**src/rtl/pip_pkg.sv**
```systemverilog
// ----------------------------------------------------------------------------
// pip_pkg: shared types and constants for the point-in-polygon test
// Transfer structs, mode codes and datapath widths used by the top level and
// the iterative divider.
// ----------------------------------------------------------------------------
package pip_pkg;

    localparam int MAX_VERTICES_DEF = 64;
    localparam int COORD_W          = 16;
    localparam int MIN_POLY         = 3;

    // Mode codes of an input transfer
    localparam logic [1:0] MODE_CLEAR  = 2'd0;
    localparam logic [1:0] MODE_APPEND = 2'd1;
    localparam logic [1:0] MODE_QUERY  = 2'd2;

    // Edge arithmetic: 17b signed differences, 34b signed product,
    // 32b product magnitude divided by a 16b divisor magnitude
    localparam int DIFF_W      = COORD_W + 1;
    localparam int PROD_W      = 2 * DIFF_W;
    localparam int DVD_W       = 2 * COORD_W;
    localparam int DVS_W       = COORD_W;
    localparam int DIV_CNT_W   = $clog2(DVD_W);

    typedef struct packed {
        logic [1:0]         mode;
        logic [COORD_W-1:0] coord_x;
        logic [COORD_W-1:0] coord_y;
    } item_t;

    typedef struct packed {
        logic       inside_res;
        logic       polygon_ready;
        logic       append_refused;
        logic [6:0] stored_count;
    } res_t;

    typedef struct packed {
        logic busy;
        logic done;
    } div_stat_t;

endpackage

```
**src/rtl/pip_div.sv**
```systemverilog
// ----------------------------------------------------------------------------
// pip_div: iterative unsigned restoring divider
// One quotient bit per cycle; done pulses for one cycle with the quotient.
// ----------------------------------------------------------------------------
module pip_div
    import pip_pkg::*;
(
    input  logic             clk,
    input  logic             rst_n,
    input  logic             start,
    input  logic [DVD_W-1:0] dividend,
    input  logic [DVS_W-1:0] divisor,
    output div_stat_t        stat,
    output logic [DVD_W-1:0] quotient
);

    logic                 busy_reg;
    logic                 done_reg;
    logic [DIV_CNT_W-1:0] cnt_reg;
    logic [DVS_W-1:0]     rem_reg;
    logic [DVD_W-1:0]     quo_reg;
    logic [DVS_W-1:0]     dvs_reg;

    logic [DVS_W:0]       trial;
    logic [DVS_W:0]       diff;
    logic                 ge;
    logic [DVS_W-1:0]     rem_step;

    always_comb
    begin
        trial    = {rem_reg, quo_reg[DVD_W-1]};
        diff     = trial - {1'b0, dvs_reg};
        ge       = (trial >= {1'b0, dvs_reg});
        rem_step = ge ? diff[DVS_W-1:0] : trial[DVS_W-1:0];
    end

    always_ff @(posedge clk or negedge rst_n)
    begin
        if (!rst_n)
        begin
            busy_reg <= 1'b0;
            done_reg <= 1'b0;
            cnt_reg  <= '0;
        end
        else if (start)
        begin
            busy_reg <= 1'b1;
            done_reg <= 1'b0;
            cnt_reg  <= '0;
        end
        else if (busy_reg)
        begin
            cnt_reg <= cnt_reg + 1'b1;
            if (cnt_reg == DIV_CNT_W'(DVD_W - 1))
            begin
                busy_reg <= 1'b0;
                done_reg <= 1'b1;
            end
        end
        else
        begin
            done_reg <= 1'b0;
        end
    end

    // dividend shifts out of the top of quo_reg as quotient bits shift in
    always_ff @(posedge clk)
    begin
        if (start)
        begin
            rem_reg <= '0;
            quo_reg <= dividend;
            dvs_reg <= divisor;
        end
        else if (busy_reg)
        begin
            rem_reg <= rem_step;
            quo_reg <= {quo_reg[DVD_W-2:0], ge};
        end
    end

    assign stat.busy = busy_reg;
    assign stat.done = done_reg;
    assign quotient  = quo_reg;

endmodule

```
**config.mk**
```make
export PLATFORM = sky130hd
export DESIGN_NAME = pip_div
export DESIGN_NICKNAME = d
export VERILOG_FILES = /design/src/rtl/pip_pkg.sv /design/src/rtl/pip_div.sv
export SDC_FILE = /design/constraint.sdc
export NUM_CORES = 1
export LEC_CHECK = 0
export BUFFER_PORTS_ARGS = -buffer_cell sky130_fd_sc_hd__buf_2
export CORE_UTILIZATION = 53
export DETAILED_ROUTE_END_ITERATION = 10
export PLACE_DENSITY = 0.83
export RECOVER_POWER = 50
export SLEW_MARGIN = 20
export SYNTH_ARGS = -nofsm -noshare
export SYNTH_HDL_FRONTEND = slang
export SYNTH_SLANG_ARGS = --single-unit
```
**constraint.sdc**
```tcl
create_clock -name clk -period 4.9 [get_ports clk]
set_input_delay 0.98 -clock clk [delete_from_list [all_inputs] [get_ports clk]]
set_output_delay 0.98 -clock clk [all_outputs]
set_load 0.02 [all_outputs]
```
==> impl_results.md <==
* Vias in the first global route at a little over 3000
* Crit share post-route at ~66%
* Clock power frac at 29.7%
* Total wire length at 8.81 mm
* Worst setup SP type: input port
* Worst path arrival time at 3.33 ns
* Slowest cell delay on critical path at 1.32 ns
* Slew margin rel. at -25.8%
* Pin count of the biggest net entering global routing at 43
* Post-synth ARST share at 9.86%
* IO Port Bufs at 84
* CORE AREA at 0.00694 mm^2
* Worst slew pin tran at 1.89 ns
* Routability cong. at 0.959
* Post-synthesis xor/xnor area fraction at 2.69%
* Detail Route Antenna Nets at 0
* Number of distinct library cells after synthesis at 50
* Fin nets at 507
* R2r setup slk at ~1.9 ns
* Dpl hpwl at a little over 6 mm
* Synth Instances at 360
* Final Skew at 0.00843 ns
* Simple-gate share of the synthesized area at 12.4%
* Avg WL per Cell at about 16 um
* Number of synthesis warnings at 0
* CTS root buffer: clkbuf_8
* DRC viols at 0
* Largest family of logic cells by synthesized area: compound AO/OA/AOI/OAI gates
* Main synth FF type: edfxtp_1
* Synthesis-to-finish area growth at 16.9%
* Psw at 0.594 mW
* Compound-Gate Fraction of Synth Area at between 10 and 15%
* CP top delay family: buffers and inverters
* Cell Rows at 30
* Seq pwr share at between 40% and 50%
* Synthesized area per cell at 10.8 um^2
* Int Pwr at roughly 1.2 mW
* Die area at 0.00771 mm^2
* Max Cap Viol at 1
* Largest register FFs at 32
* Crit path cell chain: clkbuf_1 > buf_4 > mux2_2
* H-Tree Depth at 3
* Critical path class: in -> reg
* Hold-fix buffers, CTS at 0
* Post-synthesis cell type with the largest combined area: edfxtp_1
* Highest Clock Rate at 311 MHz
* Global route overflow at 0
* Diodes inserted at 0
* Adder-cell share of the synthesized area at under 10%
* Max Root-Sink Buffers at 2
* Leakage at around 1.9 nW
* Logic pwr share at 28.4%
* Post-synthesis mux area share at 10.0%
* Chip width at 87.8 um
* Post-synthesis sequential element count at 71
* Hold WC Path Type: reg -> reg
* Syn Nets at 430
* Top-area cell type share of the netlist area at 37.0%
* Antenna violations before repair at 0
* Initial Utilization at 56.2%
* Crit path buf inv count at 2
* Postcts setup bufs at 0
* Final-report setup violation count at 0
* Failing checks: max-capacitance violations, max-slew violations
* Setup_tns at 0 ns
* First-pass GRT wire length at 14.2 mm
* Total track usage at 24.3%
* CTS clk-pin slew, worst paths at 0.08 ns
* Clock Latency Late Sink at 0.35 ns
* Pre-antenna DRT Iters at 5
* Design Power at 1.81 mW
* Peak supply drop at 287 uV
* Worst Path Required at about 5.0 ns
* Switching part of the total power at around a third
* Final Max Tran Viols at 42
* Vias/cell at 5.87
* Num CTS Buffers at 9
* Sequential cell area fraction in the yosys report at 49.7%
* Via Count at roughly 3200
* CP max FO at between 40 and 50
* Clk sinks at slightly above 70
* Synth top area cells: edfxtp_1 (37%), mux2_2 (9.2%), dfxtp_1 (8.2%)
* RSZ-0062 raised after global routing: no
* Min Tclk post-route at 3.22 ns
* CTS tree: done
* Power per cell area at between 300 and 400 mW/mm^2
* Post-synth EDFFs at 48
* Die height at about 88 um
* I/O pins at 85
* Critical path's slowest cell: clkbuf_1
* Drt initial violations at 296
* Crit. End Element: register
* Final Hold Viols at 0
* Post-CTS sizing at 0
* Fillcell total at 544
* Post-Syn Area at between 0.003 and 0.004 mm^2
* Status: complete, but fails checks
* Layout cell share with drive strength beyond 1 at between 20% and 30%
==> cell usage after synthesis, drive strengths merged, types with 2 or more instances <==
master / number
xnor2: 7
a311oi: 11
clkbuf: 16
edfxtp: 48
a211oi: 2
dfrtp: 7
a211o: 4
and2: 3
nand3: 16
a21o: 7
nand2b: 6
nor3: 7
a221o: 3
or3: 2
buf: 6
a21oi: 17
mux2i: 3
or2: 2
dfxtp: 16
mux2: 32
and3: 2
xor2: 5
o21ai: 14
nor2: 31
nand2: 18
o211ai: 3
nand4: 4
a31oi: 7
nor3b: 4
inv: 18
o31ai: 3
a21boi: 2
o21bai: 2
ha: 18
==> layout make-up <==
cell class	instances	area (um^2)	area share, %
multi-input combinational	249	1800	39.5
sequential	71	1940	42.5
tap	96	120	2.63
timing repair buffer	88	407	8.92
clock inverter	7	103	2.25
clock buffer	9	124	2.72
inverter	18	67.6	1.48
==> stage by stage <==
step	setup slack (ns)	std cells	hold slack (ns)	utilization, %	cell area, um^2
3_5_place_dp	2.05	522	0.499	63.0	4380
3_3_place_gp	2.13	522	0.495	63.0	4380
5_1_grt	1.45	538	0.530	65.7	4560
2_1_floorplan	2.44	360	0.461	-	3900
6_report	1.68	538	0.507	65.7	4560
4_1_cts	2.03	538	0.436	66.3	4600
==> power groups by stage <==
stage	logic, mW	clock network [mW]	registers, mW
finish	0.515	0.538	0.760
global route	0.567	0.570	0.769
CTS	0.517	0.547	0.758
detailed placement	0.512	0	0.770
global placement	0.497	0	0.769
floorplan	0.342	0	0.798
==> worst reg2reg max path, cell delays in order (launching register included) <==
cell,delay (ns)
edfxtp_1,0.33
inv_1,0.04
ha_1,0.33
a21oi_1,0.37
o21ai_0,0.21
nor3_1,0.30
a221o_1,0.63
nand2_1,0.20
mux2_2,0.29
==> worst paths after layout <==
path | startpoint | endpoint | cells past startpoint
worst min register to register | rem_reg[2] | rem_reg[2] | 2
worst max-delay path | start | quotient[6] | 3
worst min-delay path | rem_reg[2] | rem_reg[2] | 2
max in group asynchronous | rst_n | cnt_reg[2] | 1
worst max register to register | dvs_reg[6] | quotient[0] | 8
min in group asynchronous | rst_n | cnt_reg[4] | 1
==> kinds of logic after synthesis <==
logic type | after synthesis
and+or+nand+nor | 99
xor gates and xnor gates | 12
buffers and inverters | 40
muxes | 35
DFF | 71
AOI/OAI and AO/OA | 84
adders and majority gates | 19
==> cells in the final DEF, fill, tap and decap left out, drive strengths merged, types with 5 or more instances in the layout <==
cell type,Yosys,routed
xnor2,7,7
a31oi,7,7
a21o,7,7
buf,6,53
dfxtp,16,16
o21ai,14,14
ha,18,18
nor3,7,7
a21oi,17,17
nand3,16,16
xor2,5,5
clkbuf,16,44
nand2b,6,6
mux2,32,32
inv,18,21
a311oi,11,11
nor2,31,31
edfxtp,48,48
nand2,18,18
dfrtp,7,7
==> layer usage <==
metal | share of wire [%] | wire, um | global-route usage (%) | vias to the layer above
li1 | - | - | - | 1507
met1 | 42 | 3740 | 31.9 | 1490
met2 | 48 | 4230 | 37.6 | 133
met3 | 6.6 | 579 | 6.41 | 27
met4 | 2.9 | 257 | 11.3 | 0
met5 | 0 | 0 | 0 | -
Note: power is estimated with default switching activity, not from simulation.
